[src/hw/rtl/cevpo_pkg.sv]
`timescale 1ns / 1ps
// Shared types, constants and saturating helpers for the CEV path/payoff block.
// No dependencies.
package cevpo_pkg;

  localparam int SAMPLE_WIDTH_DEF = 16;
  localparam int PRICE_WIDTH_DEF  = 48;

  localparam int SAMPLE_FRAC = 12;
  localparam int COEF_FRAC   = 30;
  localparam int PRICE_FRAC  = 24;

  localparam int PRICE_FIELD_W = 47;
  localparam int TOTAL_W       = 63;
  localparam int OUT_TDATA_W   = 176;  // 47 + 63 + 63 packed, padded to bytes
  localparam int CFG_DATA_W    = 47;
  localparam int CFG_INDEX_W   = 3;

  localparam logic signed [63:0] INT64_MAX = {1'b0, {63{1'b1}}};
  localparam logic signed [63:0] INT64_MIN = {1'b1, {63{1'b0}}};

  typedef enum logic [1:0] {
    SH_SAMPLE,
    SH_PRICE,
    SH_COEF
  } shift_sel_t;

  typedef struct packed {
    logic [63:0] a_mag;
    logic [63:0] b_mag;
    logic        neg;
    shift_sel_t  sh;
  } mul_req_t;

  function automatic logic [63:0] mag64(input logic signed [63:0] v);
    mag64 = v[63] ? (64'd0 - v) : v;
  endfunction

  function automatic mul_req_t mk_req(input logic signed [63:0] x,
                                      input logic signed [63:0] y,
                                      input shift_sel_t sh);
    mul_req_t r;
    r.a_mag = mag64(x);
    r.b_mag = mag64(y);
    r.neg   = x[63] ^ y[63];
    r.sh    = sh;
    mk_req  = r;
  endfunction

  function automatic logic signed [63:0] sat_add64(input logic signed [63:0] a,
                                                   input logic signed [63:0] b);
    logic signed [64:0] s;
    s = {a[63], a} + {b[63], b};
    if (s[64] != s[63]) begin
      sat_add64 = s[64] ? INT64_MIN : INT64_MAX;
    end else begin
      sat_add64 = s[63:0];
    end
  endfunction

endpackage

[src/hw/rtl/cevpo_mul.sv]
`timescale 1ns / 1ps
// Shared sign-magnitude multiplier: 64x64, 16 bits of B per cycle, then a
// fixed-point right shift and saturation to int64. Uses cevpo_pkg.
module cevpo_mul (
  input  logic                clk,
  input  logic                rst,
  input  logic                start,
  input  cevpo_pkg::mul_req_t req,
  output logic                done,
  output logic signed [63:0]  result
);

  localparam int CHUNK   = 16;
  localparam int NCHUNKS = 64 / CHUNK;

  logic [63:0]  a;
  logic [63:0]  b;
  logic [127:0] acc;
  logic [2:0]   cnt;
  logic         busy;
  logic         neg;
  cevpo_pkg::shift_sel_t sh;

  logic [79:0]  part;
  logic [127:0] shifted;
  logic [62:0]  mag;

  assign part = a * b[63 -: CHUNK];

  always_ff @(posedge clk) begin
    if (rst) begin
      busy <= 1'b0;
      done <= 1'b0;
      cnt  <= '0;
    end else begin
      done <= 1'b0;
      if (start) begin
        a    <= req.a_mag;
        b    <= req.b_mag;
        neg  <= req.neg;
        sh   <= req.sh;
        acc  <= '0;
        cnt  <= 3'(NCHUNKS);
        busy <= 1'b1;
      end else if (busy) begin
        // MSB chunk first: shift the partial sum up, add the next row
        acc <= (acc << CHUNK) + {48'd0, part};
        b   <= b << CHUNK;
        cnt <= cnt - 3'd1;
        if (cnt == 3'd1) begin
          busy <= 1'b0;
          done <= 1'b1;
        end
      end
    end
  end

  always_comb begin
    case (sh)
      cevpo_pkg::SH_SAMPLE: shifted = acc >> cevpo_pkg::SAMPLE_FRAC;
      cevpo_pkg::SH_PRICE:  shifted = acc >> cevpo_pkg::PRICE_FRAC;
      cevpo_pkg::SH_COEF:   shifted = acc >> cevpo_pkg::COEF_FRAC;
      default:              shifted = acc >> cevpo_pkg::COEF_FRAC;
    endcase
    mag    = (|shifted[127:63]) ? {63{1'b1}} : shifted[62:0];
    result = neg ? (64'sd0 - {1'b0, mag}) : {1'b0, mag};
  end

endmodule

[config.mk]
export PLATFORM = sky130hd
export DESIGN_NAME = cevpo_mul
export DESIGN_NICKNAME = d
export VERILOG_FILES = /design/src/hw/rtl/cevpo_pkg.sv /design/src/hw/rtl/cevpo_mul.sv
export SDC_FILE = /design/constraint.sdc
export NUM_CORES = 2
export LEC_CHECK = 0
export BUFFER_PORTS_ARGS = -buffer_cell sky130_fd_sc_hd__buf_2
export CAP_MARGIN = 5
export CELL_PAD_IN_SITES_DETAIL_PLACEMENT = 1
export CELL_PAD_IN_SITES_GLOBAL_PLACEMENT = 2
export CORE_ASPECT_RATIO = 0.9
export CORE_MARGIN = 2
export CORE_UTILIZATION = 44
export CTS_CLUSTER_SIZE = 8
export DETAILED_ROUTE_END_ITERATION = 16
export PLACE_DENSITY = 0.87
export SLEW_MARGIN = 40
export SYNTH_ARGS = -nofsm -noshare
export SYNTH_HDL_FRONTEND = slang
export SYNTH_SLANG_ARGS = --single-unit
[constraint.sdc]
create_clock -name clk -period 24.6 [get_ports clk]
set_input_delay 3.69 -clock clk [delete_from_list [all_inputs] [get_ports clk]]
set_output_delay 3.69 -clock clk [all_outputs]
set_load 0.03 [all_outputs]
* Word level (Yosys, flattened, before mapping) *
Index checks and enable logic that the tools add are counted.

storage, ports and cells
  output and inout port bits = 65
  logic and storage cells = 36
  input bits = 134
  register bits after elaboration = 264

operators by class
  equality and inequality tests = 2
  bitwise operators = 2
  muxes and demuxes = 12
  add/sub/neg operators = 3
  multipliers = 1
  reduce and logical (&&, ||, !) cells = 7

operators by type and width
  operator                                            number
  case mux 116 bit (2 select lines)                   1
  2-to-1 mux 64 bit                                   3
  adder 128 x 80 -> 128 bit                           1
  2-to-1 mux 128 bit                                  1
  multiplier 64 x 16 -> 80 bit                        1
  OR reduction 65 bit                                 1
  subtractor 1 x 63 -> 64 bit (first input constant)  1
  2-to-1 mux 63 bit                                   1
  2-to-1 mux 3 bit                                    2
  2-to-1 mux 1 bit                                    4
  AND reduction 2 bit                                 2
  == test 3 x 1 -> 1 bit (second input constant)      1
  OR reduction 3 bit                                  1
  subtractor 3 x 1 -> 3 bit (second input constant)   1
  == test 2 x 1 -> 1 bit (second input constant)      1
  logical NOT 2 bit                                   1
  inverter 1 bit                                      2
  nonzero test 2 bit                                  1
  OR reduction 2 bit                                  1

* Logic depth before layout (Yosys ltp) *
  depth after elaboration = 6
  depth in mapped cells = 27
  gate-level depth less buffers = 24

* Least setup slack after synthesis *
Ideal clock, no wire load.

  path type = input to register
  from = input port start
  to = register acc[0] (enable)
  setup time = 747 ps
  path slack = 11364 ps
  data required time = 23853 ps
  path buffers = 3
  cell stages on the path = 5
  arrival time = 12489 ps
  cell sequence = clkbuf_1 -> clkbuf_1 -> clkbuf_1 -> nor2_1 -> nor2_1

on the way
  word-level cells in the longest chain between the ends = 2

RTL lines
  what                                  line             source
  start: declaration                    cevpo_mul.sv:7   input logic start,
  nonzero test 2 bit (no source line)   n/a
  AND reduction 2 bit (no source line)  n/a
  end signal: assignment                cevpo_mul.sv:47  acc <= (acc << CHUNK) + {48'd0, part};
  end: declaration                      cevpo_mul.sv:18  logic [127:0] acc;

Every way passes these cells.
A chain may end at the register's enable or synchronous reset.

* Worst setup path in the final report *
  from = register acc[98]
  to = output port result[58]

on the way
  word-level cells in the longest chain between the ends = 5

RTL lines
  what                                   line             source
  case mux 116 bit (2 select lines) (*)  cevpo_mul.sv:59  case (sh)
  OR reduction 65 bit (*)                cevpo_mul.sv:65  mag = (|shifted[127:63]) ? {63{1'b1}} : shifted[62:0];
  2-to-1 mux 63 bit (*)                  cevpo_mul.sv:65
  subtractor 1 x 63 -> 64 bit            cevpo_mul.sv:66  result = neg ? (64'sd0 - {1'b0, mag}) : {1'b0, mag};
  2-to-1 mux 64 bit (*)                  cevpo_mul.sv:66
  end: declaration                       cevpo_mul.sv:10  output logic signed [63:0] result

Every way passes the cells marked *; elsewhere a longest branch is shown, timed or not.

==> summary.md <==
| Metric | Value |
|---|---|
| Setup crit end kind | `primary output` |
| Clock tree sinks | `264` |
| CTS root buf | `clkbuf_16` |
| DRC viols | `0` |
| Die ar. | `0.1132 mm²` |
| Slew Limit Headroom | `39.58%` |
| Initial antenna violation count | `1` |
| Vias | `37,820` |
| CTS buffer count | `43` |
| WL per Instance | `22.48 µm` |
| Setup violators final | `0` |
| Minimum clock period after layout | `9801 ps` |
| Gr usage total | `28.20%` |
| Min-delay worst type | `flip-flop to flip-flop` |
| H-tree levels | `2` |
| Die height | `319.5 µm` |
| Share of cells above drive strength 1 | `7.495%` |
| WP data arrival | `6110 ps` |
| Mapped Area | `0.04865 mm²` |
| Final WL | `155,800 µm` |
| PortBufs | `198` |
| Largest net degree at the start of global routing | `88` |
| Layout Skew | `45.62 ps` |
| Clock Latency Late Sink | `630 ps` |
| Worst slew pin tran | `906.3 ps` |
| FF+latch count, synth | `264` |
| First-pass GRT wire length | `248,300 µm` |
| Initial Util | `44.43%` |
| Clk pin slew, worst setup/hold paths | `60 ps` |
| Critical Path RT | `20,910 ps` |
| CTS Buffer Depth | `3` |
| Syn_area_per_cell | `8.923 µm²` |
| Unrepaired setup endpoints after global routing | `no` |
| Critical path class | `flip-flop to primary output` |
| Met1 Wirelength | `69,020 µm` |
| Nets | `6,681` |
| Met3 WL | `7931 µm` |
| Post-CTS sizing | `0` |
| Drt pass-1 iters | `6` |
| Synth-to-layout area growth | `7.343%` |
| Top sig layer | `met5` |
| Antenna Violating Nets Remaining | `0` |
| Outcome | `finished, final reports clean` |
| Vias in the first global route | `42,550` |
| Startpoint types | `flip-flop` |
| Core ar. | `0.1095 mm²` |
| Tcrit/Tclk final | `39.84%` |
| Synth Flop Type | `edfxtp_1` |
| GRT overflow | `0` |
| Post-synth EDFFs | `259` |
| Placer congestion estimate | `0.9032` |
| Chip Width | `354.5 µm` |
| DRT iter0 DRCs | `2,325` |
| Hold_buf cts | `0` |
| TNS Setup | `0 ps` |
| Max_cap viols | `0` |
| Post-synth ARST share | `0%` |
| Post-synthesis sequential area ratio | `16.19%` |
| Row count | `115` |
| Synth Net Count | `6,687` |
| Max Fclk | `0.1020 GHz` |
| DPL Wire Length | `123,400 µm` |
| CTS tree | `built` |
| Wire length on met2 | `74,950 µm` |
| Setup bufs post-CTS | `0` |
| Max Slew Vio Count | `0` |
| Io pins | `199` |
| Synth unique cells | `73` |
| Cells after Synth | `5,452` |
| Yosys warning count | `0` |
| CP max FO | `6` |
| Hold Vio Cnt, Final | `0` |
| Via density per instance | `5.454` |
-- per-layer routing --
metal	up-vias	global-route usage, %
li1	16680	-
met1	19940	38.72
met2	972	47.17
met3	221	3.869
met4	2	7.043
met5	-	0
-- flip-flops by register name, summed over array words and instances, names as in the netlist --
signal  count
a          64
b          64
busy        1
sh          2
acc       128
done        1
neg         1
cnt         3
-- Yosys cell counts (all sizes together) (5+ instances only) --
master | n | share of area, %
a41oi | 6 | 0.11
o22ai | 7 | 0.090
nor3 | 57 | 0.59
nor4 | 31 | 0.40
nand4 | 50 | 0.64
a211oi | 16 | 0.25
mux2 | 87 | 2.0
and2 | 387 | 5.0
ha | 171 | 4.4
nand3b | 6 | 0.093
o41ai | 8 | 0.14
o21ai | 119 | 1.2
mux2i | 67 | 1.4
a21oi | 188 | 1.9
nor2 | 239 | 1.8
xor2 | 31 | 0.56
xnor2 | 75 | 1.4
o21a | 21 | 0.32
and4 | 6 | 0.11
or4 | 6 | 0.093
nor2b | 37 | 0.48
fa | 930 | 38
o211ai | 12 | 0.19
buf | 14 | 0.12
nand3 | 62 | 0.64
nand2 | 883 | 6.8
or3 | 9 | 0.12
nand2b | 6 | 0.077
a21boi | 9 | 0.14
a211o | 7 | 0.13
and3 | 30 | 0.39
or2 | 8 | 0.10
a22oi | 9 | 0.14
a31oi | 12 | 0.15
edfxtp | 259 | 16
a2111oi | 6 | 0.11
o21bai | 23 | 0.35
o31ai | 13 | 0.20
inv | 1147 | 8.8
dfxtp | 5 | 0.21
nor3b | 7 | 0.11
clkbuf | 283 | 2.2
a21o | 55 | 0.85
-- per-stage QoR --
step	std cells	setup WS [ps]	area, µm²	hold WS, ps	util [%]
3_5_place_dp	6858	15490	50730	507.1	46.33
4_1_cts	6927	14790	52110	513.9	47.59
6_report	6933	14800	52220	512.1	47.69
2_1_floorplan	5452	11360	48650	471.3	-
3_3_place_gp	6858	15520	50700	484.9	46.31
5_1_grt	6932	14370	52220	552.2	47.69
-- critical path, stage by stage (launching register included) --
cell and delay (ps):
edfxtp_1 460, or4_1 620, or4b_1 540, a211o_1 280
a222oi_1 340, buf_4 230, and2_2 160, nand2_1 70
inv_1 70, ha_1 210, o211ai_1 100, nor4_1 440
nand2_1 130, nor4_1 500, nand4b_1 410, nor4_1 380
mux2i_1 230, o22ai_1 90, buf_2 220
-- cell type report --
| class | count | area, µm² |
|---|---|---|
| well taps | 1462 | 1829 |
| inverters | 1148 | 4310 |
| clock inverters | 12 | 244.0 |
| multi-input cells | 3743 | 35380 |
| fillers | 12620 | 57280 |
| flip-flops and latches | 264 | 7878 |
| diodes | 1 | 2.502 |
| repair buffers | 246 | 1436 |
| clock buffers | 57 | 1139 |
-- path summary, 6_finish.rpt --
check                             endpoint  cells past startpoint    start  slack, ps
worst min register to register      cnt[1]                      2   cnt[1]        510
worst min-delay path                cnt[1]                      2   cnt[1]        510
worst max-delay path            result[58]                     18  acc[98]      14800
worst max register to register    acc[120]                     21    b[57]      15850
-- cell usage in the layout, fill, tap and decap left out, drive strengths merged, types with 67 or more instances in the layout --
| master | count |
|---|---|
| ha | 171 |
| edfxtp | 259 |
| nand2 | 883 |
| buf | 246 |
| a21oi | 188 |
| nor2 | 239 |
| xnor2 | 75 |
| and2 | 387 |
| fa | 930 |
| mux2i | 67 |
| o21ai | 119 |
| inv | 1150 |
| mux2 | 87 |
-- cells by family after synthesis --
family | Yosys count | share of synthesized area (%)
DFF | 264 | 16.19
and+or+nand+nor | 1837 | 17.70
AOI/OAI and AO/OA | 545 | 6.980
buffers and inverters | 1445 | 11.16
muxes | 154 | 3.392
adders and majority gates | 1101 | 42.67
xor gates and xnor gates | 106 | 1.908
Power is not shown: default switching activity piles up to over one toggle a cycle in this logic, so the estimate is an artifact.
