## src/hw/rtl/cevpo_sqrt.sv

```systemverilog
`timescale 1ns / 1ps
// Restoring digit-by-digit square root, one root bit per cycle.
// No package dependencies.
module cevpo_sqrt #(
  parameter int IN_WIDTH = 72
) (
  input  logic                  clk,
  input  logic                  rst,
  input  logic                  start,
  input  logic [IN_WIDTH-1:0]   radicand,
  output logic                  done,
  output logic [IN_WIDTH/2-1:0] root
);

  localparam int ITERS = IN_WIDTH / 2;
  localparam int CW    = $clog2(ITERS + 1);

  logic [IN_WIDTH-1:0] rad;
  logic [ITERS+2:0]    rem;
  logic [CW-1:0]       cnt;
  logic                busy;

  logic [ITERS+2:0] rem_t;
  logic [ITERS+2:0] trial;

  assign rem_t = {rem[ITERS:0], rad[IN_WIDTH-1 -: 2]};
  assign trial = {1'b0, root, 2'b01};

  always_ff @(posedge clk) begin
    if (rst) begin
      busy <= 1'b0;
      done <= 1'b0;
      cnt  <= '0;
    end else begin
      done <= 1'b0;
      if (start) begin
        rad  <= radicand;
        rem  <= '0;
        root <= '0;
        cnt  <= CW'(ITERS);
        busy <= 1'b1;
      end else if (busy) begin
        rad <= rad << 2;
        if (rem_t >= trial) begin
          rem  <= rem_t - trial;
          root <= {root[ITERS-2:0], 1'b1};
        end else begin
          rem  <= rem_t;
          root <= {root[ITERS-2:0], 1'b0};
        end
        cnt <= cnt - CW'(1);
        if (cnt == CW'(1)) begin
          busy <= 1'b0;
          done <= 1'b1;
        end
      end
    end
  end

endmodule

```

## config.mk

```make
export PLATFORM = sky130hd
export DESIGN_NAME = cevpo_sqrt
export DESIGN_NICKNAME = d
export VERILOG_FILES = /design/src/hw/rtl/cevpo_sqrt.sv
export SDC_FILE = /design/constraint.sdc
export NUM_CORES = 1
export LEC_CHECK = 0
export ABC_CLOCK_PERIOD_IN_PS = 18000
export BUFFER_PORTS_ARGS = -buffer_cell sky130_fd_sc_hd__buf_2
export CAP_MARGIN = 25
export CORE_MARGIN = 4
export CORE_UTILIZATION = 40
export DETAILED_ROUTE_END_ITERATION = 10
export GPL_ROUTABILITY_DRIVEN = 0
export GPL_TIMING_DRIVEN = 0
export SLEW_MARGIN = 20
export SYNTH_ARGS = -nofsm -noshare
export SYNTH_HDL_FRONTEND = slang
export SYNTH_SLANG_ARGS = --single-unit
```

## constraint.sdc

```tcl
create_clock -name clk -period 18 [get_ports clk]
set_input_delay 2.7 -clock clk [delete_from_list [all_inputs] [get_ports clk]]
set_output_delay 2.7 -clock clk [all_outputs]
set_load 0.005 [all_outputs]
```

# ---- Word-level counts from Yosys, hierarchy flattened
# Cells that the tools add are included.
dict set report totals {
  ff_bits 153
  inputBits 75
  wordCells 29
  output_inout_bits 37
}
dict set report classes {
  magnitude_cmp 1
  eq_ne 1
  mux 12
  n_bitwise 2
  reduce_logical 4
  n_addsub 2
}
# op n
set ops {}
lappend ops {{two-way mux 72 bit} 2}
lappend ops {{two-way mux 37 bit} 2}
lappend ops {{greater-or-equal comparator 39 x 38 -> 1 bit} 1}
lappend ops {{subtractor 37 bit} 1}
lappend ops {{two-way mux 36 bit} 1}
lappend ops {{two-way mux 6 bit} 2}
lappend ops {{equality test 6 x 1 -> 1 bit, second input constant} 1}
lappend ops {{subtractor 6 x 1 -> 6 bit, second input constant} 1}
lappend ops {{two-way mux 1 bit} 5}
lappend ops {{OR reduction 3 bit} 1}
lappend ops {{NOT 1 bit} 2}
lappend ops {{AND reduction 2 bit} 1}
lappend ops {{nonzero test 2 bit} 1}
lappend ops {{OR reduction 2 bit} 1}

# ---- Longest topological paths before layout
# Gate-level depths: netlist (run 1).
dict set report depth {
  depth_word 4
  depth_mapped 14
}

# ---- Worst setup path before layout (run 1)
# Ideal clock, no wire load.
dict set report synth_timing {
  kind {in2reg}
  startpoint {in start}
  endpoint {reg rad[0], enable pin}
  arrival_time_ps 9394
  n_path_buf 3
  cell_stages 5
  path_slack_ps 7955
  path_cell_list {clkbuf_1 -> buf_6 -> clkbuf_1 -> nor2_1 -> nor2_1}
}
dict set report synth_between {
  elab_chain_len 2
}
# element line
set synth_lines {}
lappend synth_lines {{start, declared} 9} ;# input logic start,
lappend synth_lines {{nonzero test 2 bit (no line)} --}
lappend synth_lines {{AND reduction 2 bit (no line)} --}
lappend synth_lines {{end signal, assigned} 37} ;# rad <= radicand;
lappend synth_lines {{end signal, assigned} 43} ;# rad <= rad << 2;
lappend synth_lines {{end, declared} 18} ;# logic [IN_WIDTH-1:0] rad;
# No other way between the ends.
# A chain may end at the register's enable or synchronous reset.

# ---- Worst setup path in the final report (run 1)
dict set report layout_timing {
  startpoint {in start}
  endpoint {reg rem[12], enable pin}
}
dict set report layout_between {
  elab_chain_len 2
}
# element line
set layout_lines {}
lappend layout_lines {{nonzero test 2 bit (no line)} --}
lappend layout_lines {{AND reduction 2 bit (no line)} --}
lappend layout_lines {{end signal, assigned} 45} ;# rem <= rem_t - trial;
lappend layout_lines {{end signal, assigned} 48} ;# rem <= rem_t;
lappend layout_lines {{end, declared} 19} ;# logic [ITERS+2:0] rem;
# No other way between the ends.

==> results of run 1 <==
==> per-layer routing <==
| layer | vias up | GRT usage (%) |
|---|---|---|
| li1 | 3038 | - |
| met1 | 2947 | 21.56 |
| met2 | 154 | 26.39 |
| met3 | 39 | 6.871 |
| met4 | 8 | 5.502 |
| met5 | - | 0 |
==> per-stage QoR <==
stage	cell area [sq um]	utilization, %	worst slack [ps]
2_1_floorplan	8697	-	7955
3_3_place_gp	9587	45.18	4583
3_5_place_dp	9772	46.05	12700
4_1_cts	10380	48.89	13160
5_1_grt	10380	48.89	13020
6_report	10380	48.90	13240
==> power by group <==
group | leakage, uW | internal [uW] | switching, uW
clock network | 0.000294 | 210 | 162
registers | 0.00147 | 425 | 12.1
logic | 0.00242 | 107 | 135
total | 0.00418 | 742 | 310
==> how the worst min path moves through the flow <==
stage	endpoint	startpoint	slack [ps]	cells past startpoint
2_1_floorplan	cnt[1]$_SDFFE_PP0P_	cnt[1]$_SDFFE_PP0P_	460	2
3_3_place_gp	cnt[1]$_SDFFE_PP0P_	cnt[1]$_SDFFE_PP0P_	470	2
5_1_grt	cnt[1]$_SDFFE_PP0P_	cnt[1]$_SDFFE_PP0P_	540	2
3_5_place_dp	cnt[1]$_SDFFE_PP0P_	cnt[1]$_SDFFE_PP0P_	490	2
4_1_cts	cnt[1]$_SDFFE_PP0P_	cnt[1]$_SDFFE_PP0P_	500	2
6_report	cnt[1]$_SDFFE_PP0P_	cnt[1]$_SDFFE_PP0P_	490	2
==> final cells by class <==
type | instances | area (sq um)
fill | 1985 | 10840
inverter | 57 | 214.0
timing repair buffer | 116 | 723.2
antenna | 1 | 2.502
clock buffer | 18 | 429.2
clock inverter | 14 | 173.9
buffer | 37 | 240.2
tap | 275 | 344.1
sequential | 153 | 4514
multi-input combinational | 506 | 3736
==> flip-flops by register name, summed over array words and instances (netlist names) <==
register,cells
done,1
root,36
cnt,6
rem,37
busy,1
rad,72
==> synthesized netlist by cell type (3+ instances only) <==
library cell and instances:
nor2b_1 3, buf_4 3, ha_1 40, o21ai_0 25
a21o_1 7, dfxtp_1 8, a211oi_2 6, o21ai_2 3
inv_1 55, buf_1 4, nand2_1 41, nand2b_1 4
a311oi_1 3, xor2_1 15, mux2i_1 20, nand3_1 20
xnor2_1 19, o21bai_1 3, buf_2 4, o211ai_1 6
nor2_1 78, nand4_1 10, edfxtp_1 145, nor2_2 5
and3_1 4, a21oi_1 48, nor3_1 14, o21a_1 9
clkbuf_1 17, buf_6 4, o22ai_1 6, mux2_2 70
==> kinds of logic after synthesis <==
group,synth area share [%]
AOI/OAI and AO/OA,12.07
xor gates and xnor gates,3.424
adders and majority gates,5.755
buffers and inverters,5.222
DFF,51.91
muxes,11.37
and+or+nand+nor,10.26
==> worst max-delay path: cells and delay by family <==
kind	cells	cell delay [ps]
and+or+nand+nor	2	540
buffers and inverters	7	1640
==> results.py, run 1 <==
metrics = {
    "timing": {
        "worstMarginPinSlew_ps": 814.9,
        "holdWs_ps": 491.9,
        "fmax_mhz": 209.9,
        "finalCritPeriodShare_pct": 26.47,
        "grt_setup_unrepaired": "no",
        "drv_slew": 0,
        "fin_skew_ps": 10.51,
        "final_hold_viol_count": 0,
        "finalSetupViolations": 0,
        "relSlewSlack_pct": 45.67,
        "setup-tns-final_ps": 0,
        "period_minus_slack_ps": 4765,
    },
    "clock_network": {
        "clk_latency_ps": 440,
        "cts_tree": "done",
        "cts-htree-levels": 4,
        "cts_made_buffers": 17,
        "path_clk_slew_ps": 60,
        "cts_setup_buffers": 0,
        "cts.sink_count": 153,
        "cts_resized": 0,
        "cts-root-buf": "clkbuf_16",
        "cts_buffer_depth": 2,
        "holdBufCountCts": 0,
    },
    "yosys": {
        "netlist_instances": 753,
        "yosys.area.top_type": "edfxtp_1",
        "ys_seq_area_share_pct": 51.91,
        "synth.area.top_cells": "edfxtp_1, mux2_2, ha_1, nor2_1, a21oi_1",
        "synth_flop_cell": "edfxtp_1",
        "synth.avg_cell_area_sq_um": 11.55,
        "synth.net_count": 868,
        "synth_edf_count": 145,
        "synth_top_area_share_pct": 50.06,
        "ys_types": 72,
        "yosysWarnings": 0,
        "yosys_register_bits": 153,
        "async_flop_share_pct": 0,
        "synth_area_sq_um": 8697,
    },
    "detailed_routing": {
        "dr_wl_met3_um": 1473,
        "drtPass1Iterations": 5,
        "vias_per_cell": 5.256,
        "wl_per_cell_um": 16.82,
        "drt_wl_total_um": 19800,
        "routed.top_layer": "met5",
        "ant_nets": 0,
        "first_iter_violations": 286,
        "m1WireLength_um": 8841,
        "post-route-drc-count": 0,
        "route.met2.wl_um": 9015,
        "vias": 6186,
    },
    "global_route": {
        "grt_pass1_wl_um": 32290,
        "antenna_found_initial": 4,
        "track_usage_pct": 16.94,
        "grt-ovfl-total": 0,
        "grt_max_degree": 28,
        "grt_pass1_vias": 6215,
    },
    "floorplanning": {
        "ioPinCount": 112,
        "rows": 53,
        "dieArea_sq_um": 24170,
        "dieHeight_um": 155.5,
        "core_region_area_sq_um": 21220,
        "fp.dieW_um": 155.5,
        "initial_core_util_pct": 40.98,
    },
    "setup_path": {
        "start_kind": "input port",
        "worstSetupEndpointType": "flop",
        "path_cells": "clkbuf_1 -> buf_6 -> clkbuf_1 -> nor2_1 -> nor2_4 -> buf_16 -> buf_16 -> buf_16 -> buf_12",
        "rrSetupSlack_ps": 14680,
        "critPathKind": "in2reg",
        "worstPathArrival_ps": 4900,
        "crit_slowest_cell": "clkbuf_1",
        "required_ps": 18140,
        "reg2reg_to": "rem[26]$_SDFFCE_PP0P_",
        "cpMostUsedCell": "buf_16",
        "reg2reg_depth": 10,
        "rr_startpoint": "rem[26]$_SDFFCE_PP0P_",
        "critPathMaxFanout": 27,
        "critPathCapture": "rem[12]$_SDFFCE_PP0P_",
        "max_stage_delay_ps": 440,
        "crit_start": "start",
    },
    "power_and_ir_drop": {
        "power_uw": 1052,
        "vdd_drop_max_v": 0.00006463,
        "p_leak_uw": 0.004178,
        "power_density_nw_per_um2": 101.4,
    },
    "finish": {
        "syn2layout_area_growth_pct": 19.32,
        "final_common_cell": "edfxtp_1",
        "nNetsFinal": 1003,
        "final_cell_mix": "edfxtp_1, buf_2, nor2_1",
        "layoutNonFillerInstCount": 1177,
        "drive_gt1_share_pct": 28.97,
    },
    "worst_hold_path": {
        "hp-class": "reg2reg",
    },
    "placement": {
        "dp_hpwl_um": 14510,
        "io_buffers": 109,
        "place_inst": 1144,
    },
    "outcome": {
        "status": "complete, no violations",
    },
    "run": {
        "drv_cap": 0,
    },
}
(Power assumes the default switching activity.)
==> inputs of run 2 (changes only) <==
Settings changed: ABC_AREA from default to 1, ABC_CLOCK_PERIOD_IN_PS 18000 to 4700.
Clock period 18 ns to 4.7 ns, I/O delays scaled along.
==> run 2 against run 1 <==
  * Clock skew fell by 1.1 ps
  * Core utilization fell by 0.69 points
  * Worst setup slack got worse by 11000 ps
  * Synthesized cell count rose by 68%
  * Synthesized area rose by 9.6%
  * First-iteration DRC count rose by 110%
  * Critical path type is now reg2reg
  * Highest routed layer is now met4
  * Cell count rose by 47%
==> results.py, run 2 <==
metrics = {
    "placement": {
        "place_area_sq_um": 10690,
        "io_buffers": 111,
        "dp_hpwl_um": 18350,
    },
    "yosys": {
        "synth_flop_cell": "edfxtp_1",
        "synth_most_common_cell": "nand2_1",
        "synth.net_count": 1382,
        "synth_area_sq_um": 9533,
        "synth.avg_cell_area_sq_um": 7.524,
        "async_flop_share_pct": 0,
        "ys_seq_area_share_pct": 47.36,
        "yosys.area.top_type": "edfxtp_1",
        "yosysWarnings": 0,
        "netlist_instances": 1267,
        "synth_edf_count": 145,
        "synth.area.top_cells": "edfxtp_1, nand2_1, inv_1, ha_1, nor2_1",
        "ys_types": 37,
        "synth_top_area_share_pct": 45.68,
        "yosys_register_bits": 153,
        "synth.top_cells.by_count": "nand2_1, inv_1, edfxtp_1",
    },
    "timing": {
        "finalSetupViolations": 0,
        "grt_setup_unrepaired": "no",
        "final_hold_viol_count": 0,
        "worstMarginPinSlew_ps": 715.4,
        "period_minus_slack_ps": 2686,
        "drv_slew": 0,
        "finalCritPeriodShare_pct": 57.16,
        "relSlewSlack_pct": 52.30,
        "fmax_mhz": 372.2,
        "fin_skew_ps": 9.368,
    },
    "global_route": {
        "grt_pass1_wl_um": 39430,
        "track_usage_pct": 18.58,
        "grt_max_degree": 24,
        "grt-ovfl-total": 0,
        "antenna_found_initial": 0,
        "grt_pass1_vias": 7939,
    },
    "detailed_routing": {
        "post-route-drc-count": 0,
        "ant_nets": 0,
        "first_iter_violations": 603,
        "vias": 8077,
        "drtPass1Iterations": 6,
        "wl_per_cell_um": 13.69,
        "vias_per_cell": 4.653,
        "drt_wl_total_um": 23760,
    },
    "clock_network": {
        "clk_latency_ps": 440,
        "cts.sink_count": 153,
        "cts_made_buffers": 17,
        "holdBufCountCts": 0,
        "path_clk_slew_ps": 70,
        "cts_tree": "done",
        "cts-root-buf": "clkbuf_16",
        "cts_resized": 0,
        "cts-htree-levels": 4,
        "cts_setup_buffers": 0,
        "cts_buffer_depth": 2,
    },
    "finish": {
        "top_regs": "rad: 72 flops, rem: 37 flops, root: 36 flops",
        "largest_reg_flops": 72,
        "nNetsFinal": 1519,
        "drive_gt1_share_pct": 12.99,
        "syn2layout_area_growth_pct": 18.72,
        "final_cell_mix": "nand2_1, inv_1, edfxtp_1",
        "diodes": 0,
        "n_fill_cell": 2400,
        "fin_area_sq_um": 11320,
        "final_common_cell": "nand2_1",
        "largest_register": "rad",
    },
    "floorplanning": {
        "dieArea_sq_um": 26370,
        "rows": 56,
        "initial_core_util_pct": 40.61,
        "fp.dieW_um": 162.4,
        "ioPinCount": 112,
        "core_region_area_sq_um": 23470,
        "dieHeight_um": 162.4,
    },
    "run": {
        "drv_cap": 0,
    },
    "power_and_ir_drop": {
        "power_density_nw_per_um2": 360.5,
        "power_uw": 4080,
        "vdd_drop_max_v": 0.0002389,
        "p_leak_uw": 0.005734,
    },
    "setup_path": {
        "critPathKind": "reg2reg",
        "path_cells": "ha_1 -> nand2_1 -> nor2_1 -> nand2_1 -> nor2_2 -> nand3_1 -> nand4_4 -> buf_6 -> nand2_1 -> a21oi_1",
        "rrSetupSlack_ps": 2010,
        "crit_start": "rem[16]$_SDFFCE_PP0P_",
        "start_kind": "flop",
        "reg2reg_depth": 10,
        "crit_slowest_cell": "edfxtp_1",
        "reg2reg_to": "rem[23]$_SDFFCE_PP0P_",
        "worstSetupEndpointType": "flop",
        "max_stage_delay_ps": 420,
        "worstPathArrival_ps": 2930,
        "critPathCapture": "rem[23]$_SDFFCE_PP0P_",
        "rr_startpoint": "rem[16]$_SDFFCE_PP0P_",
        "required_ps": 4950,
        "cpMostUsedCell": "nand2_1",
        "critPathMaxFanout": 10,
    },
    "worst_hold_path": {
        "hp-class": "reg2reg",
    },
    "outcome": {
        "status": "complete, no violations",
    },
}
==> run 2: power breakdown <==
group | switching (uW) | internal [uW]
combinational | 618 | 348
clock | 676 | 772
sequential | 41.4 | 1620
==> run 2: kinds of logic after synthesis <==
kind of cell | share of synthesized area, %
AND/OR/NAND/NOR | 32.83
buffers and inverters | 9.161
flip-flops | 47.36
AO/OA/AOI/OAI | 3.846
adder cells (fa/ha/maj) | 5.250
XOR/XNOR | 1.562
==> run 2: per-layer routing <==
layer	track usage (%)	wire, um
met5	0	0
met4	4.460	333
met3	3.948	1346
met2	30.90	10960
met1	24.97	11120
==> run 2: worst max-delay path, delay by kind of cell, from the launching register on <==
family / cells / cell delay (ps)
compound gates: 1 / 210
fa+ha+maj: 1 / 380
buf+inv: 1 / 190
flops: 1 / 420
simple gates: 7 / 1290
==> run 2: how the worst min path moves through the flow <==
stage,startpoint,end,slack [ps],cells past startpoint
global route,radicand[15],rad[15]$_DFFE_PP_,530,3
CTS,cnt[0]$_SDFFE_PP0P_,cnt[0]$_SDFFE_PP0P_,500,2
global placement,cnt[0]$_SDFFE_PP0P_,cnt[0]$_SDFFE_PP0P_,480,2
floorplan,cnt[0]$_SDFFE_PP0P_,cnt[0]$_SDFFE_PP0P_,460,2
detailed placement,cnt[0]$_SDFFE_PP0P_,cnt[0]$_SDFFE_PP0P_,490,2
finish,cnt[0]$_SDFFE_PP0P_,cnt[0]$_SDFFE_PP0P_,500,2
==> run 2: metrics by stage <==
stage	cells	hold WS, ps	worst slack (ps)	utilization (%)	TNS (ps)
2_1_floorplan	1267	462.3	1089	-	0
3_3_place_gp	1697	478.6	-213.1	44.73	-28750
3_5_place_dp	1704	491.1	2043	45.55	0
4_1_cts	1736	501.9	2037	48.21	0
5_1_grt	1736	528.4	1864	48.21	0
6_report	1736	501.5	2014	48.21	0
==> run 2: area by class of cell <==
class / count / area [sq um] / area share, %
flip-flops and latches: 153 / 4514 / 39.89
multi-input cells: 897 / 4156 / 36.73
repair buffers: 118 / 748.2 / 6.611
inverters: 184 / 690.7 / 6.103
clock buffers: 17 / 425.4 / 3.759
well taps: 319 / 399.1 / 3.527
clock inverters: 15 / 200.2 / 1.769
plain buffers: 33 / 182.7 / 1.614
